$ cat src/rtl/tle_pkg.sv
// Shared command types, op codes and character constants for the TTY line editor.
`default_nettype none

package tle_pkg;

    // command op codes, front to back
    localparam logic [2:0] OP_CHAR = 3'd0;
    localparam logic [2:0] OP_DEL  = 3'd1;
    localparam logic [2:0] OP_CR   = 3'd2;
    localparam logic [2:0] OP_LF   = 3'd3;
    localparam logic [2:0] OP_READ = 3'd4;

    // result kinds
    localparam logic [1:0] KIND_ECHO  = 2'd0;
    localparam logic [1:0] KIND_DATA  = 2'd1;
    localparam logic [1:0] KIND_EMPTY = 2'd2;

    localparam logic [7:0] CHAR_DEL = 8'h7F;
    localparam logic [7:0] CHAR_CR  = 8'h0D;
    localparam logic [7:0] CHAR_LF  = 8'h0A;
    localparam logic [7:0] CHAR_BS  = 8'h08;
    localparam logic [7:0] CHAR_SP  = 8'h20;

    localparam logic [6:0] MAX_READ = 7'd64;

    typedef struct packed {
        logic [2:0] op;
        logic [7:0] ch;
        logic [6:0] count;
    } cmd_t;

endpackage

`default_nettype wire

$ cat src/rtl/tle_cmd_queue.sv
// Two-entry command queue between the front and back parts.
`default_nettype none

module tle_cmd_queue (
    input  wire logic          clk,
    input  wire logic          rst_n,
    input  wire logic          push,
    input  tle_pkg::cmd_t      cmd_in,
    output logic               full,
    input  wire logic          pop,
    output logic               valid,
    output tle_pkg::cmd_t      cmd_out
);

    tle_pkg::cmd_t entry_reg [2];
    logic       wr_ptr_reg, wr_ptr_next;
    logic       rd_ptr_reg, rd_ptr_next;
    logic [1:0] count_reg, count_next;
    logic       do_push, do_pop;

    assign full    = (count_reg == 2'd2);
    assign valid   = (count_reg != 2'd0);
    assign cmd_out = entry_reg[rd_ptr_reg];
    assign do_push = push && !full;
    assign do_pop  = pop && valid;

    always_comb
    begin
        wr_ptr_next = do_push ? !wr_ptr_reg : wr_ptr_reg;
        rd_ptr_next = do_pop ? !rd_ptr_reg : rd_ptr_reg;
        count_next  = count_reg;
        if (do_push && !do_pop)
        begin
            count_next = count_reg + 2'd1;
        end
        else if (do_pop && !do_push)
        begin
            count_next = count_reg - 2'd1;
        end
    end

    always_ff @(posedge clk or negedge rst_n)
    begin
        if (!rst_n)
        begin
            wr_ptr_reg <= 1'b0;
            rd_ptr_reg <= 1'b0;
            count_reg  <= 2'd0;
        end
        else
        begin
            wr_ptr_reg <= wr_ptr_next;
            rd_ptr_reg <= rd_ptr_next;
            count_reg  <= count_next;
        end
    end

    always_ff @(posedge clk)
    begin
        if (do_push)
        begin
            entry_reg[wr_ptr_reg] <= cmd_in;
        end
    end

endmodule

`default_nettype wire

$ cat config.mk
export PLATFORM = sky130hd
export DESIGN_NAME = tle_cmd_queue
export DESIGN_NICKNAME = d
export VERILOG_FILES = /design/src/rtl/tle_pkg.sv /design/src/rtl/tle_cmd_queue.sv
export SDC_FILE = /design/constraint.sdc
export NUM_CORES = 1
export LEC_CHECK = 0
export ABC_AREA = 1
export BUFFER_PORTS_ARGS = -buffer_cell sky130_fd_sc_hd__buf_2
export CAP_MARGIN = 20
export CORE_UTILIZATION = 54
export DETAILED_ROUTE_END_ITERATION = 10
export MAX_ROUTING_LAYER = met4
export PLACE_DENSITY = 0.83
export SYNTH_ARGS = -nofsm -noshare
export SYNTH_HDL_FRONTEND = slang
export SYNTH_SLANG_ARGS = --single-unit
export TNS_END_PERCENT = 20
$ cat constraint.sdc
create_clock -name clk -period 3.9 [get_ports clk]
set_clock_uncertainty 0.05 [all_clocks]
set_input_delay 0.78 -clock clk [delete_from_list [all_inputs] [get_ports clk]]
set_output_delay 0.78 -clock clk [all_outputs]
set_load 0.02 [all_outputs]
==> impl_metrics.yaml, run 1 <==
final_layout:
  num_antenna_cells: 0
  nets: 193
  drive_above_1_share: 0.322
  largest_register_ffs: 36
  syn_to_final_growth_pct: 19.0
  stdcell_area_um2: 1850
timing:
  fin_crit_sh: 0.668
  rsz0062_at_grt: "false"
  setup_viol: 0
  final-hold-violation-count: 0
  clock.fmax_mhz: 384
  worst_pin_slew_ns: 0.911
  slew_viol_final: 0
  setup_slack_ns: 1.29
  max-slew-margin-rel: 0.392
  period_needed_ns: 2.61
  worst_hold_slack_ns: 0.171
  fin_setup_tns_ns: 0
die:
  coreArea_um2: 2730
  num_io_pins: 42
  die-area_um2: 3090
  num_rows: 19
  die_y_um: 55.6
  start_util: 0.568
  die_w_um: 55.6
synthesis:
  synth_xor_area_frac: 0.00564
  ys_ff_latch: 40
  syn_area_um2: 1550
  syn_inst: 125
  postSynthAreaPerCell_um2: 12.4
  yosysTopAreaCellShare: 0.696
  ys_seq_area_frac: 0.761
  synth_compound_area_frac: 0.00322
  synth_warnings: 0
  yosysTopAreaCell: "edfxtp_1"
  syn-num-nets: 148
  synth_top_family_by_area: "simple AND/OR/NAND/NOR gates"
  netlist_top_cells_area: "edfxtp_1, nand2_1, dfrtp_1"
  synth-simple-area-share: 0.186
  synthMuxAreaShare: 0
  ys_types: 16
  yosys.area_share.adder: 0.00806
route:
  drt_pass1_iterations: 4
  first_iter_violations: 36
  avgRoutedWirePerCell_um: 12.4
  drt-total-wl_um: 2500
  postRouteAntennaNets: 0
  drc: 0
  vias: 1004
  avgViaCountPerCell: 4.97
min_path:
  hold_path.class: "input pin to async pin"
clock_tree:
  ctsHoldBuffers: 0
  cts_tree: "built"
  cts_buffers: 5
  post_cts_resized: 0
  clk_pin_slew_ns: 0.11
  cts-root-buf: "clkbuf_4"
  clk_latency_ns: 0.34
  cts.path.max_buffers: 2
  cts-htree-levels: 2
  cts.sinks: 40
  cts_setup_buffers: 0
outcome:
  status: "complete, no violations"
global_route:
  overflow: 0
  antenna_found_initial: 0
  grt_max_degree: 21
  grt_usage: 0.179
  grt_pass1_vias: 938
  grt_pass1_wl_um: 3950
placed_design:
  post_dp_cell_area_um2: 1770
  gp_congestion: 0.658
  hpwlAfterDp_um: 1700
  io_buffers: 41
  dp_slack_ns: 1.69
power_and_ir_drop:
  p_total_mw: 1.44
  leakage_nw: 0.841
  ir_drop_mv: 0.638
  p_per_area_nw_per_um2: 777
worst_setup_path:
  crit_path_max_fanout: 20
  crit_type: "register to output port"
  worstSetupEndpointType: "output port"
  start_kind: "register"
  cp.arrival_ns: 1.78
  crit_required_ns: 3.07
run:
  drv_cap: 0
==> cell families after synthesis <==
family / count (synthesis)
buffers and inverters: 11
AND/OR/NAND/NOR: 71
adder cells (fa/ha/maj): 1
AO/OA/AOI/OAI: 1
XOR/XNOR: 1
flip-flops: 40
==> per-layer routing <==
layer | GRT usage | share of wire | vias up
met5 | - | 0 | -
li1 | - | - | 503
met3 | 0.0907 | 0.078 | 4
met4 | 0.0607 | 0.0096 | 0
met1 | 0.192 | 0.41 | 455
met2 | 0.287 | 0.50 | 42
==> power breakdown <==
part / total (mW) / internal, mW / switching [mW]
logic: 0.528 / 0.160 / 0.368
clock network: 0.256 / 0.131 / 0.125
registers: 0.651 / 0.589 / 0.0623
==> layout make-up <==
cell class	instances	area [um2]
Clock buffer	5	37.5
Clock inverter	3	37.5
Fill cell	206	886
Inverter	8	30.0
Multi-Input combinational cell	74	318
Sequential cell	40	1180
Tap cell	31	38.8
Timing Repair Buffer	41	205
==> worst paths after layout <==
| kind | start | depth (start not counted) | slack (ns) | end |
|---|---|---|---|---|
| worst max-delay path | rd_ptr_reg | 4 | 1.29 | cmd_out[13] |
| worst min-delay path | rst_n | 1 | 0.17 | count_reg[0] |
| worst max register to register | count_reg[1] | 3 | 2.09 | entry_reg[1][6] |
| worst min register to register | wr_ptr_reg | 2 | 0.45 | wr_ptr_reg |
| max in group asynchronous | rst_n | 1 | 3.51 | count_reg[1] |
| min in group clk | wr_ptr_reg | 2 | 0.45 | wr_ptr_reg |
==> stage by stage <==
step,util,std cells
after floorplan,-,125
after global placement,0.649,194
after detailed placement,0.649,194
after CTS,0.676,202
after global routing,0.676,202
final,0.676,202
==> synthesized netlist by cell type (all sizes together) <==
| cell | n |
|---|---|
| nand3 | 2 |
| buf | 3 |
| nor2 | 3 |
| xnor2 | 1 |
| dfrtp | 4 |
| nand4 | 1 |
| inv | 8 |
| nand2 | 65 |
| o21ai | 1 |
| ha | 1 |
| edfxtp | 36 |
==> worst max-delay path: stages, from the launching register on <==
cell and delay (ns):
dfrtp_1 0.77, inv_2 0.31, nand2_1 0.12, nand2_1 0.07, buf_2 0.16
==> cell usage in the layout, fill, tap and decap left out <==
| cell type | n |
|---|---|
| nor2_2 | 2 |
| xnor2_1 | 1 |
| clkbuf_4 | 5 |
| inv_1 | 6 |
| buf_2 | 41 |
| nand4_1 | 1 |
| bufinv_16 | 1 |
| dfrtp_1 | 4 |
| clkinv_1 | 2 |
| nand2_1 | 62 |
| o21ai_0 | 1 |
| nand3_1 | 2 |
| edfxtp_1 | 36 |
| inv_2 | 2 |
| ha_1 | 1 |
| nand2_2 | 3 |
| nor2_4 | 1 |
Power figures use the tool's default switching activity.
==> inputs of run 2 (changes only) <==
- CORE_UTILIZATION: 54 -> 51
- PLACE_DENSITY: 0.83 -> 0.79
- clock period: 3.9 -> 2.5 ns (I/O delays scaled with it)
==> run 2 against run 1 <==
The flow now finishes with violations (DRC); total power rose by 51%; cell count rose by 1.5%; utilization fell by 2.3 points; critical endpoint is now cmd_out[12]; largest cell class unchanged; highest routed layer unchanged.
==> impl_metrics.yaml, run 2 (synthesis gave the netlist of run 1 again) <==
clock_tree:
  clk_latency_ns: 0.33
  cts.sinks: 40
  cts.path.max_buffers: 2
  cts-root-buf: "clkbuf_4"
  cts-htree-levels: 2
  cts_buffers: 5
  cts_setup_buffers: 0
  clk_pin_slew_ns: 0.10
  cts_tree: "built"
route:
  postRouteAntennaNets: 0
  first_iter_violations: 38
  avgViaCountPerCell: 5.02
  drt-total-wl_um: 2740
  avgRoutedWirePerCell_um: 13.4
  vias: 1030
  drc: 4
  drt_pass1_iterations: 9
die:
  die-area_um2: 3270
  die_y_um: 57.2
  start_util: 0.549
  num_io_pins: 42
  num_rows: 19
  coreArea_um2: 2830
  die_w_um: 57.2
worst_setup_path:
  max_stage_delay_ns: 0.41
  crit_start: "rd_ptr_reg"
  crit_path_max_fanout: 19
  worstPathCellList: "inv_2, nand2_1, nand2_1, buf_2"
  crit_required_ns: 1.95
  crit_slowest_cell: "dfrtp_1"
  crit_type: "register to output port"
  cp.arrival_ns: 1.36
  crit_top_cell: "nand2_1"
  regToRegStartpoint: "count_reg[1]"
  start_kind: "register"
  worstSetupEndpointType: "output port"
power_and_ir_drop:
  ir_drop_mv: 0.649
  p_per_area_nw_per_um2: 1170
  p_total_mw: 2.17
  leakage_nw: 0.842
min_path:
  min-delay-start: "cmd_in[16]"
  hold_path.class: "input pin to register"
global_route:
  grt_usage: 0.190
  grt_max_degree: 20
  antenna_found_initial: 0
  grt_pass1_wl_um: 4360
  overflow: 0
  grt_pass1_vias: 1046
final_layout:
  fillers: 229
  drive_above_1_share: 0.322
  final_cell_mix: "nand2_1, buf_2, edfxtp_1"
  final_common_cell: "nand2_1"
  largest_register_ffs: 36
  nets: 196
  fin_cells: 205
  syn_to_final_growth_pct: 18.9
  stdcell_area_um2: 1850
  utilization: 0.653
  num_antenna_cells: 0
placed_design:
  dp_slack_ns: 0.677
  dp_cells: 196
  gp_congestion: 0.609
  io_buffers: 41
  hpwlAfterDp_um: 1920
  post_dp_cell_area_um2: 1790
timing:
  fin_crit_sh: 0.764
  max-slew-margin-rel: 0.526
  worst_pin_slew_ns: 0.710
  clock.fmax_mhz: 524
  setup_slack_ns: 0.590
  worst_hold_slack_ns: 0.298
  fin_setup_tns_ns: 0
  setup_viol: 0
  rsz0062_at_grt: "false"
  slew_viol_final: 0
  period_needed_ns: 1.91
  final-hold-violation-count: 0
outcome:
  violations: "DRC"
  status: "finished, violations left"
run:
  drv_cap: 0
-- run 2: changes by cell type in the layout (fill, tap and decap cells not counted), sizes merged --
| cell | change |
|---|---|
| dlygate4sd3 | +1 |
| clkinv | -1 |
| buf | +2 |
| clkbuf | +2 |
| bufinv | -1 |
-- run 2: path summary, 6_finish.rpt --
check                      cells after the start               end  slack, ns
setup / recovery                               4       cmd_out[12]       0.59
hold / removal                                 1  entry_reg[0][16]       0.30
setup reg to reg                               5   entry_reg[0][9]       0.80
hold reg to reg                                2        wr_ptr_reg       0.47
max in group asynchronous                      2      count_reg[1]       1.85
min in group asynchronous                      2        wr_ptr_reg       0.43
-- run 2: critical path, delay by kind of cell (launching register included) --
family,cells,cell delay (ns)
buffers and inverters,2,0.42
DFF,1,0.41
and+or+nand+nor,2,0.21
-- run 2: timing repair --
action                    CTS  global route
hold buffers                1             0
resized for setup           0             0
hold endpoints to repair    4             0
-- run 2: cell type report --
| cell class | count | area [um2] | area share |
|---|---|---|---|
| clock buffers | 7 | 45.0 | 0.0244 |
| clock inverters | 1 | 3.75 | 0.00203 |
| inverters | 8 | 30.0 | 0.0163 |
| multi-input cells | 74 | 318 | 0.172 |
| flip-flops and latches | 40 | 1180 | 0.640 |
| well taps | 31 | 38.8 | 0.0210 |
| repair buffers | 44 | 230 | 0.125 |
-- run 2: routing by layer --
metal  wire, um  track usage  up-vias
li1           -            -      510
met1       1170        0.215      475
met2       1380        0.306       38
met3        122       0.0499        7
met4         64        0.108        0
met5          0            -        -
-- run 2: power by group --
group	leakage (nW)	total (mW)	internal [mW]	switching (mW)
Clock	0.0269	0.295	0.108	0.187
Combinational	0.432	0.896	0.267	0.630
Sequential	0.383	0.975	0.919	0.0566
