`src/rtl/tle_pkg.sv`:
```
// Shared command types, op codes and character constants for the TTY line editor.
`default_nettype none

package tle_pkg;

    // command op codes, front to back
    localparam logic [2:0] OP_CHAR = 3'd0;
    localparam logic [2:0] OP_DEL  = 3'd1;
    localparam logic [2:0] OP_CR   = 3'd2;
    localparam logic [2:0] OP_LF   = 3'd3;
    localparam logic [2:0] OP_READ = 3'd4;

    // result kinds
    localparam logic [1:0] KIND_ECHO  = 2'd0;
    localparam logic [1:0] KIND_DATA  = 2'd1;
    localparam logic [1:0] KIND_EMPTY = 2'd2;

    localparam logic [7:0] CHAR_DEL = 8'h7F;
    localparam logic [7:0] CHAR_CR  = 8'h0D;
    localparam logic [7:0] CHAR_LF  = 8'h0A;
    localparam logic [7:0] CHAR_BS  = 8'h08;
    localparam logic [7:0] CHAR_SP  = 8'h20;

    localparam logic [6:0] MAX_READ = 7'd64;

    typedef struct packed {
        logic [2:0] op;
        logic [7:0] ch;
        logic [6:0] count;
    } cmd_t;

endpackage

`default_nettype wire

```
`src/rtl/tle_front.sv`:
```
// Input side: accepts stream words and classifies them into editor commands.
`default_nettype none

module tle_front (
    input  wire logic          s_tvalid,
    output logic               s_tready,
    input  wire logic [15:0]   s_tdata,
    input  wire logic          s_tuser,
    input  wire logic          q_full,
    output logic               q_push,
    output tle_pkg::cmd_t      q_cmd
);

    logic [7:0] ch;
    logic [6:0] cnt;

    assign ch       = s_tdata[7:0];
    assign cnt      = s_tdata[14:8];
    assign s_tready = !q_full;
    assign q_push   = s_tvalid && !q_full;

    always_comb
    begin
        q_cmd.ch    = ch;
        q_cmd.count = (cnt > tle_pkg::MAX_READ) ? tle_pkg::MAX_READ : cnt;
        if (s_tuser)
        begin
            q_cmd.op = tle_pkg::OP_READ;
        end
        else
        begin
            unique case (ch)
                tle_pkg::CHAR_DEL: q_cmd.op = tle_pkg::OP_DEL;
                tle_pkg::CHAR_CR:  q_cmd.op = tle_pkg::OP_CR;
                tle_pkg::CHAR_LF:  q_cmd.op = tle_pkg::OP_LF;
                default:           q_cmd.op = tle_pkg::OP_CHAR;
            endcase
        end
    end

endmodule

`default_nettype wire

```
`config.mk`:
```
export PLATFORM = sky130hd
export DESIGN_NAME = tle_front
export DESIGN_NICKNAME = d
export VERILOG_FILES = /design/src/rtl/tle_pkg.sv /design/src/rtl/tle_front.sv
export SDC_FILE = /design/constraint.sdc
export NUM_CORES = 1
export LEC_CHECK = 0
export BUFFER_PORTS_ARGS = -buffer_cell sky130_fd_sc_hd__buf_2
export CAP_MARGIN = 20
export CELL_PAD_IN_SITES_DETAIL_PLACEMENT = 1
export CELL_PAD_IN_SITES_GLOBAL_PLACEMENT = 2
export CORE_MARGIN = 2
export CORE_UTILIZATION = 10
export DETAILED_ROUTE_END_ITERATION = 10
export GPL_TIMING_DRIVEN = 0
export PLACE_DENSITY = 0.95
export SLEW_MARGIN = 25
export SYNTH_ARGS = -nofsm -noshare
export SYNTH_HDL_FRONTEND = slang
export SYNTH_SLANG_ARGS = --single-unit
```
`constraint.sdc`:
```
create_clock -name vclk -period 1.31
set_clock_uncertainty 0.15 [all_clocks]
set_input_delay 0.393 -clock vclk [all_inputs]
set_output_delay 0.393 -clock vclk [all_outputs]
set_load 0.02 [all_outputs]
```
==> out/qor.txt, run 1 <==
final hold violations: 0
area share of the largest cell type after synthesis: 36.7%
worst slew margin relative to its limit: 89.7%
synthesized net count: 49
post-detailed-route wirelength per cell: 10.1 um
maximum vdd drop: 0.106 mV
clock buffer count: 0
initial core utilization: 10.7%
CP Buf/Inv Count: 2
Total Die Area: 2200 sq um
Design Area, Final: 658 sq um
number of max-slew violations in the final report: 0
achievable frequency: 0.595 GHz
total of hold buffers inserted after clock tree synthesis: 0
GRT Total Usage: 8.02%
P_leak: 0.321 nW
measured slew at the worst slew-check pin: 0.154 ns
I/O pin cnt: 39
Min-Delay Startpoint: q_full
final sum of negative setup slack: -0.783 ns
wire length of the first global-routing pass: 1370 um
Hold WC Path Type: in -> out
endpoint arrival time on the critical path: 1.14 ns
Routability Congestion: 0.670
Post-layout nets: 90
Placed Cells incl. Taps: 93
count of input and output buffers: 38
DIE HEIGHT: 46.9 um
netlist area before placement: 184 sq um
antenna diode instance count: 0
Yosys Warn Count: 0
failing checks: negative setup slack
residual overflow from global routing: 0
HPWL after DPL: 761 um
master of the slowest instance on the critical path: or3b_4
Core ar.: 1730 sq um
non-filler instance count after layout: 94
Filler Cells Inserted: 206
worst path required time: 0.77 ns
power density cells: 330 nW/um^2
pin count of the biggest net entering global routing: 8
fraction of the yosys area taken by sequential cells: 0%
vias in the first global route: 303
worst path cell trace: buf_8, or3b_4, a21oi_4, buf_6
vias per std cell: 3.57
classification of the worst setup path: in -> out
status: finished with violations
startpoint of the most critical setup path: s_tdata[2]
final critical-path required period: 1.68 ns
synth top area cells: buf_4 37%, nor2b_1 24%, nand2_1 6.1%
via total after detailed routing: 336
critical path depth in cells: 4
antenna violations before repair: 0
Cells after Synth: 30
Syn Area/Cell: 6.13 sq um
Place WS: -0.453 ns
share of post-route cells with drive strength above 1: 87.0%
number of sequential cells in the layout: 0
Worst setup EP type: output port
unrepaired setup endpoints after global routing: true
reported max-cap violation count: 0
library cell occupying the most area in the post-synthesis netlist: buf_4
Remaining DRCs: 0
Pre-Repair DR Iteration Count: 1
largest fanout on the critical path: 2
type of origin of the critical path: input port
final wirelength: 951 um
family with the most delay on the worst path: simple AND/OR/NAND/NOR gates
library cells used by synthesis: 13
number of nets still failing antenna checks after routing: 0
Hold Path Cell Cnt: 3
setup slack after layout: -0.370 ns
DP Area: 458 sq um
Tcrit/Tclk final: 128%
number of standard-cell rows in the floorplan: 15
core occupancy in the finished layout: 38.1%
number of DRC markers in iteration 0: 0
area taken by flip-flops and latches: 0 sq um
chip width: 46.9 um
area overhead of the layout relative to synthesis: 258%
Setup Viol. Count Final: 5
stage delay of the slowest cell on the critical path: 0.39 ns
-- worst paths after layout --
kind | to
worst max-delay path | q_cmd[16]
worst min-delay path | s_tready
-- cells in the final DEF, fill, tap and decap left out, types with 2 or more instances in the layout --
cell type | netlist | final
nor2b_4 | 0 | 4
nand2_1 | 3 | 2
buf_2 | 0 | 11
a21oi_4 | 0 | 2
nor2b_1 | 7 | 3
buf_4 | 9 | 17
buf_6 | 0 | 18
-- layout make-up --
cell class	count	area (sq um)	area share [%]
plain buffers	10	78.8	12.0
inverters	1	3.75	0.570
well taps	25	31.3	4.75
multi-input cells	19	199	30.2
repair buffers	39	345	52.5
-- synth_stat cells, drive strengths merged --
master / instances
buf: 9
nor2b: 7
nand2: 3
a21oi: 2
and3: 1
clkbuf: 1
inv: 1
nand3: 1
nand3b: 1
nor2: 1
nor3: 1
nor3b: 1
or3b: 1
-- stage by stage --
step / hold slack [ns] / total power [mW]
CTS: 0.898 / 0.194
global placement: 0.892 / 0.148
global route: 0.912 / 0.230
floorplan: 0.713 / 0.0835
detailed placement: 0.898 / 0.152
finish: 0.897 / 0.217
-- timing repair --
| action | CTS | global route |
|---|---|---|
| resized for setup | 38 | 19 |
| setup endpoints to repair | 17 | 14 |
| buffers inserted | 1 | 0 |
| cloned | 0 | 0 |
| hold endpoints to repair | 0 | 0 |
| pin swaps | 2 | 1 |
-- power breakdown --
group / internal [mW] / switching [mW] / total [mW]
clock: 0 / 0 / 0
sequential: 0 / 0 / 0
combinational: 0.125 / 0.0922 / 0.217
total: 0.125 / 0.0922 / 0.217
-- logic make-up after synthesis --
| kind of cell | synth area share (%) |
|---|---|
| AND/OR/NAND/NOR | 53.7 |
| buffers and inverters | 40.8 |
| AO/OA/AOI/OAI | 5.44 |
-- metal layers --
metal,GRT usage [%],wire [um]
met2,15.6,602
met1,10.5,312
met5,0,0
met3,0,36
met4,0,0
-- tightest hold or removal path, stage by stage --
cell and delay, ns:
buf_2 0.09, inv_1 0.03, buf_2 0.14
Power figures use the tool's default switching activity.
==> run 2: changes to the inputs <==
--- a/config.mk
+++ b/config.mk
@@ -9,7 +9,7 @@
 export CAP_MARGIN = 20
 export CELL_PAD_IN_SITES_DETAIL_PLACEMENT = 1
 export CELL_PAD_IN_SITES_GLOBAL_PLACEMENT = 2
-export CORE_MARGIN = 2
+export CORE_MARGIN = 3
 export CORE_UTILIZATION = 10
 export DETAILED_ROUTE_END_ITERATION = 10
 export GPL_TIMING_DRIVEN = 0
==> run 2 against run 1 <==
The flow still finishes with violations (negative setup slack). Global-route usage down 0.32 points. Maximum frequency fell by 0.57%. Power grew 0.63%. Highest routed layer unchanged. Worst hold slack better by 0.0050 ns. Setup slack worse by 0.0097 ns. Combinational power about the same. Flip-flop and latch count stayed put. First-iteration DRC count grew 1. Sequential share of layout area did not move. Utilization up 2.9 points. Via count grew 5.7%.
==> out/qor.txt, run 2 (synthesis results as in run 1) <==
most common cell after layout, fill and taps aside: buf_6
measured slew at the worst slew-check pin: 0.197 ns (+0.0429 ns)
Core ar.: 1610 sq um (-6.7%)
Setup Viol. Count Final: 4 (-1)
antenna diode instance count: 0 (unchanged)
clock buffer count: 0 (unchanged)
total of hold buffers inserted after clock tree synthesis: 0 (unchanged)
number of standard-cell rows in the floorplan: 14 (-1)
chip width: 48.9 um (+4.3%)
achievable frequency: 0.592 GHz (-0.57%)
final wirelength: 1060 um (+11%)
status: finished with violations
area overhead of the layout relative to synthesis: 259%
reported max-cap violation count: 0 (unchanged)
maximum vdd drop: 0.111 mV (+4.6%)
wire length of the first global-routing pass: 1560 um (+14%)
antenna violations before repair: 0 (unchanged)
most frequent cells in the layout: 19 x buf_6, 16 x buf_4, 11 x buf_2
power density cells: 331 nW/um^2 (+0.25%)
Hold WC Path Type: in -> out
Hold Path Cell Cnt: 3 (unchanged)
Worst setup EP type: output port
number of sequential cells in the layout: 0 (unchanged)
classification of the worst setup path: in -> out
unrepaired setup endpoints after global routing: true
Place WS: -0.462 ns (-0.00860 ns)
Routability Congestion: 0.615 (-8.2%)
number of nets still failing antenna checks after routing: 0 (unchanged)
I/O pin cnt: 39 (unchanged)
Remaining DRCs: 0 (unchanged)
Post-layout nets: 90 (unchanged)
setup slack after layout: -0.380 ns (-0.00969 ns)
worst slew margin relative to its limit: 86.8% (-2.8 points)
initial core utilization: 11.4% (+0.76 points)
GRT Total Usage: 7.70% (-0.32 points)
DIE HEIGHT: 48.9 um (+4.3%)
final sum of negative setup slack: -0.798 ns (-0.0155 ns)
pin count of the biggest net entering global routing: 8 (unchanged)
endpoint arrival time on the critical path: 1.15 ns (about the same)
largest fanout on the critical path: 2 (unchanged)
Pre-Repair DR Iteration Count: 2 (+1)
residual overflow from global routing: 0 (unchanged)
vias in the first global route: 361 (+19%)
area taken by flip-flops and latches: 0 sq um (unchanged)
Total Die Area: 2390 sq um (+8.7%)
type of origin of the critical path: input port
P_leak: 0.325 nW (+1.1%)
share of post-route cells with drive strength above 1: 88.4% (+1.4 points)
final hold violations: 0 (unchanged)
Tcrit/Tclk final: 129% (+0.74 points)
post-detailed-route wirelength per cell: 11.4 um (+12%)
Design Area, Final: 661 sq um (+0.38%)
core occupancy in the finished layout: 41.0% (+2.9 points)
count of input and output buffers: 38 (unchanged)
number of DRC markers in iteration 0: 1 (+1)
worst path required time: 0.77 ns (about the same)
vias per std cell: 3.82 (+6.8%)
non-filler instance count after layout: 93 (-1.1%)
Placed Cells incl. Taps: 92 (-1.1%)
failing checks: negative setup slack
number of max-slew violations in the final report: 0 (unchanged)
final critical-path required period: 1.69 ns (+0.00969 ns)
DP Area: 457 sq um (-0.27%)
via total after detailed routing: 355 (+5.7%)
run 2: what timing repair did:
action / in CTS / in global routing
buffers inserted: 1 / 0
gates resized for setup: 35 / 24
cloned: 0 / 0
pin swaps: 2 / 3
endpoints found under the setup margin: 18 / 15
run 2: power by group:
group / internal [mW] / leakage [nW] / switching (mW) / total [mW]
combinational: 0.124 / 0.325 / 0.0942 / 0.219
sequential: 0 / 0 / 0 / 0
clock: 0 / 0 / 0 / 0
total: 0.124 / 0.325 / 0.0942 / 0.219
run 2: per-stage QoR:
stage	total power, mW	hold slack, ns
CTS	0.191	0.901
detailed placement	0.153	0.904
global placement	0.149	0.891
floorplan	0.0835	0.713
finish	0.219	0.902
global route	0.231	0.915
run 2: path summary, 6_finish.rpt:
| path | from | endpoint | slack [ns] |
|---|---|---|---|
| worst max-delay path | s_tdata[2] | q_cmd[16] | -0.38 |
| worst min-delay path | q_full | s_tready | 0.90 |
run 2: final cells by class:
type               instances  area [sq um]
well taps                 24          30.0
inverters                  1          3.75
multi-input cells         19           199
repair buffers            39           345
plain buffers             10          82.6
fillers                  193           951
run 2: critical path: stages:
cell and delay, ns:
buf_8 0.09, or3b_4 0.39, a21oi_4 0.14, buf_6 0.13
run 2: layer usage:
layer / global-route usage, % / vias up / share of wire [%]
li1: - / 165 / -
met1: 7.64 / 160 / 35
met2: 16.1 / 30 / 54
met3: 2.45 / 0 / 11
met4: 0 / 0 / 0
met5: 0 / - / 0
==> run 3: changes to the inputs <==
--- a/config.mk
+++ b/config.mk
@@ -7,13 +7,12 @@
 export LEC_CHECK = 0
 export BUFFER_PORTS_ARGS = -buffer_cell sky130_fd_sc_hd__buf_2
 export CAP_MARGIN = 20
-export CELL_PAD_IN_SITES_DETAIL_PLACEMENT = 1
-export CELL_PAD_IN_SITES_GLOBAL_PLACEMENT = 2
-export CORE_MARGIN = 3
-export CORE_UTILIZATION = 10
+export CORE_AREA = 3 3 40 42
 export DETAILED_ROUTE_END_ITERATION = 10
+export DIE_AREA = 0 0 43 45
 export GPL_TIMING_DRIVEN = 0
-export PLACE_DENSITY = 0.95
+export PLACE_DENSITY = 0.64
+export SETUP_SLACK_MARGIN = 0.2
 export SLEW_MARGIN = 25
 export SYNTH_ARGS = -nofsm -noshare
 export SYNTH_HDL_FRONTEND = slang
==> run 3 against run 2 <==
The flow still finishes with violations (negative setup slack). Routed wire length is 3.3% lower. Die area is 19% lower. Worst hold slack worse by 0.045 ns. Utilization is 22 points higher. Largest power group unchanged. Final cell count is 7.5% lower. Largest cell class unchanged. First-iteration DRC count stayed put. Global-route usage is 3.5 points higher. Combinational power is 23% higher.
==> out/qor.txt, run 3 (synthesis results as in run 1) <==
share of post-route cells with drive strength above 1: 95.8% (+7.4 points)
Pre-Repair DR Iteration Count: 4 (+2)
area occupied by multi-input gates: 221 sq um (+11%)
wire length of the first global-routing pass: 1670 um (+7.1%)
final hold violations: 0 (unchanged)
type of origin of the critical path: input port
status: finished with violations
Core ar.: 1280 sq um (-20%)
number of DRC markers in iteration 0: 1 (unchanged)
total of hold buffers inserted after clock tree synthesis: 0 (unchanged)
number of standard-cell rows in the floorplan: 13 (-1)
area overhead of the layout relative to synthesis: 339%
non-filler instance count after layout: 86 (-7.5%)
setup slack after layout: -0.366 ns (+0.0140 ns)
achievable frequency: 0.597 GHz (+0.84%)
Routability Congestion: 0.607 (-1.4%)
HPWL after DPL: 603 um
reported max-cap violation count: 0 (unchanged)
final critical-path required period: 1.68 ns (-0.0140 ns)
antenna violations before repair: 0 (unchanged)
vias in the first global route: 398 (+10%)
Remaining DRCs: 0 (unchanged)
Setup Viol. Count Final: 4 (unchanged)
power density cells: 334 nW/um^2 (+0.91%)
via total after detailed routing: 363 (+2.3%)
Post-layout nets: 92 (+2.2%)
maximum vdd drop: 0.161 mV (+45%)
Design Area, Final: 808 sq um (+22%)
endpoint arrival time on the critical path: 1.13 ns (-0.02 ns)
residual overflow from global routing: 0 (unchanged)
P_leak: 0.390 nW (+20%)
unrepaired setup endpoints after global routing: true
number of nets still failing antenna checks after routing: 0 (unchanged)
I/O pin cnt: 39 (unchanged)
post-detailed-route wirelength per cell: 11.9 um (+4.6%)
failing checks: negative setup slack
chip width: 43 um (-12%)
classification of the worst setup path: in -> out
Total Die Area: 1940 sq um (-19%)
GRT Total Usage: 11.2% (+3.5 points)
most frequent cells in the layout: 31 x buf_6, 9 x buf_8, 7 x nor2b_4
worst path required time: 0.77 ns (about the same)
measured slew at the worst slew-check pin: 0.193 ns (-0.00472 ns)
Hold WC Path Type: in -> out
Worst setup EP type: output port
initial core utilization: 14.3% (+2.9 points)
hold slack final: 0.857 ns (-0.0452 ns)
area taken by flip-flops and latches: 0 sq um (unchanged)
number of sequential cells in the layout: 0 (unchanged)
Placed Cells incl. Taps: 83 (-9.8%)
clock buffer count: 0 (unchanged)
DIE HEIGHT: 45 um (-7.9%)
antenna diode instance count: 0 (unchanged)
largest fanout on the critical path: 2 (unchanged)
DP Area: 499 sq um (+9.3%)
count of input and output buffers: 38 (unchanged)
final wirelength: 1020 um (-3.3%)
most common cell after layout, fill and taps aside: buf_6
Filler Cells Inserted: 92 (-52%)
number of max-slew violations in the final report: 0 (unchanged)
pin count of the biggest net entering global routing: 8 (unchanged)
Tcrit/Tclk final: 128% (-1.1 points)
worst slew margin relative to its limit: 87.1% (+0.32 points)
vias per std cell: 4.22 (+11%)
-- run 3: changes by cell type in the layout (fill, tap and decap cells not counted), moves of 3 or more --
| cell | delta |
|---|---|
| buf_2 | -5 |
| buf_4 | -12 |
| nor2b_1 | -3 |
| buf_6 | +12 |
| nor2b_4 | +3 |
| buf_8 | +8 |
-- run 3: worst paths after layout --
check	start	to	cells after the start
max	s_tdata[2]	q_cmd[16]	4
min	q_full	s_tready	3
-- run 3: critical path: stages --
cell	delay (ns)
buf_8	0.09
or3b_4	0.39
a21oi_4	0.13
buf_6	0.13
-- run 3: final cells by class --
type / instances / area share, %
timing repair buffer: 41 / 56.3
inverter: 1 / 0.464
multi-input combinational: 19 / 27.4
buffer: 10 / 13.5
tap: 15 / 2.32
-- run 3: layer usage --
layer  vias up  GRT usage (%)  part of all wire (%)
li1        171              -                     -
met1       158           8.11                    26
met2        34           26.6                    56
met3         0           4.78                    18
met4         0              0                     0
met5         -              0                     0
-- run 3: where the power goes --
group / switching (mW) / internal [mW] / total (mW) / leakage, nW
clock network: 0 / 0 / 0 / 0
logic: 0.102 / 0.168 / 0.270 / 0.390
registers: 0 / 0 / 0 / 0
-- run 3: per-stage QoR --
step	setup slack [ns]	TNS (ns)	total power [mW]	util [%]
detailed placement	-0.442	-1.87	0.168	38.9
global placement	-0.444	-1.79	0.167	38.9
global route	-0.383	-0.953	0.283	62.9
CTS	-0.394	-0.842	0.263	61.5
floorplan	-0.205	-0.287	0.0962	-
finish	-0.366	-0.882	0.270	62.9
-- run 3: repair_timing --
item,in CTS,in global routing
pin swaps,2,3
resized for setup,80,2
endpoints found under the setup margin,20,20
buffers inserted,2,1
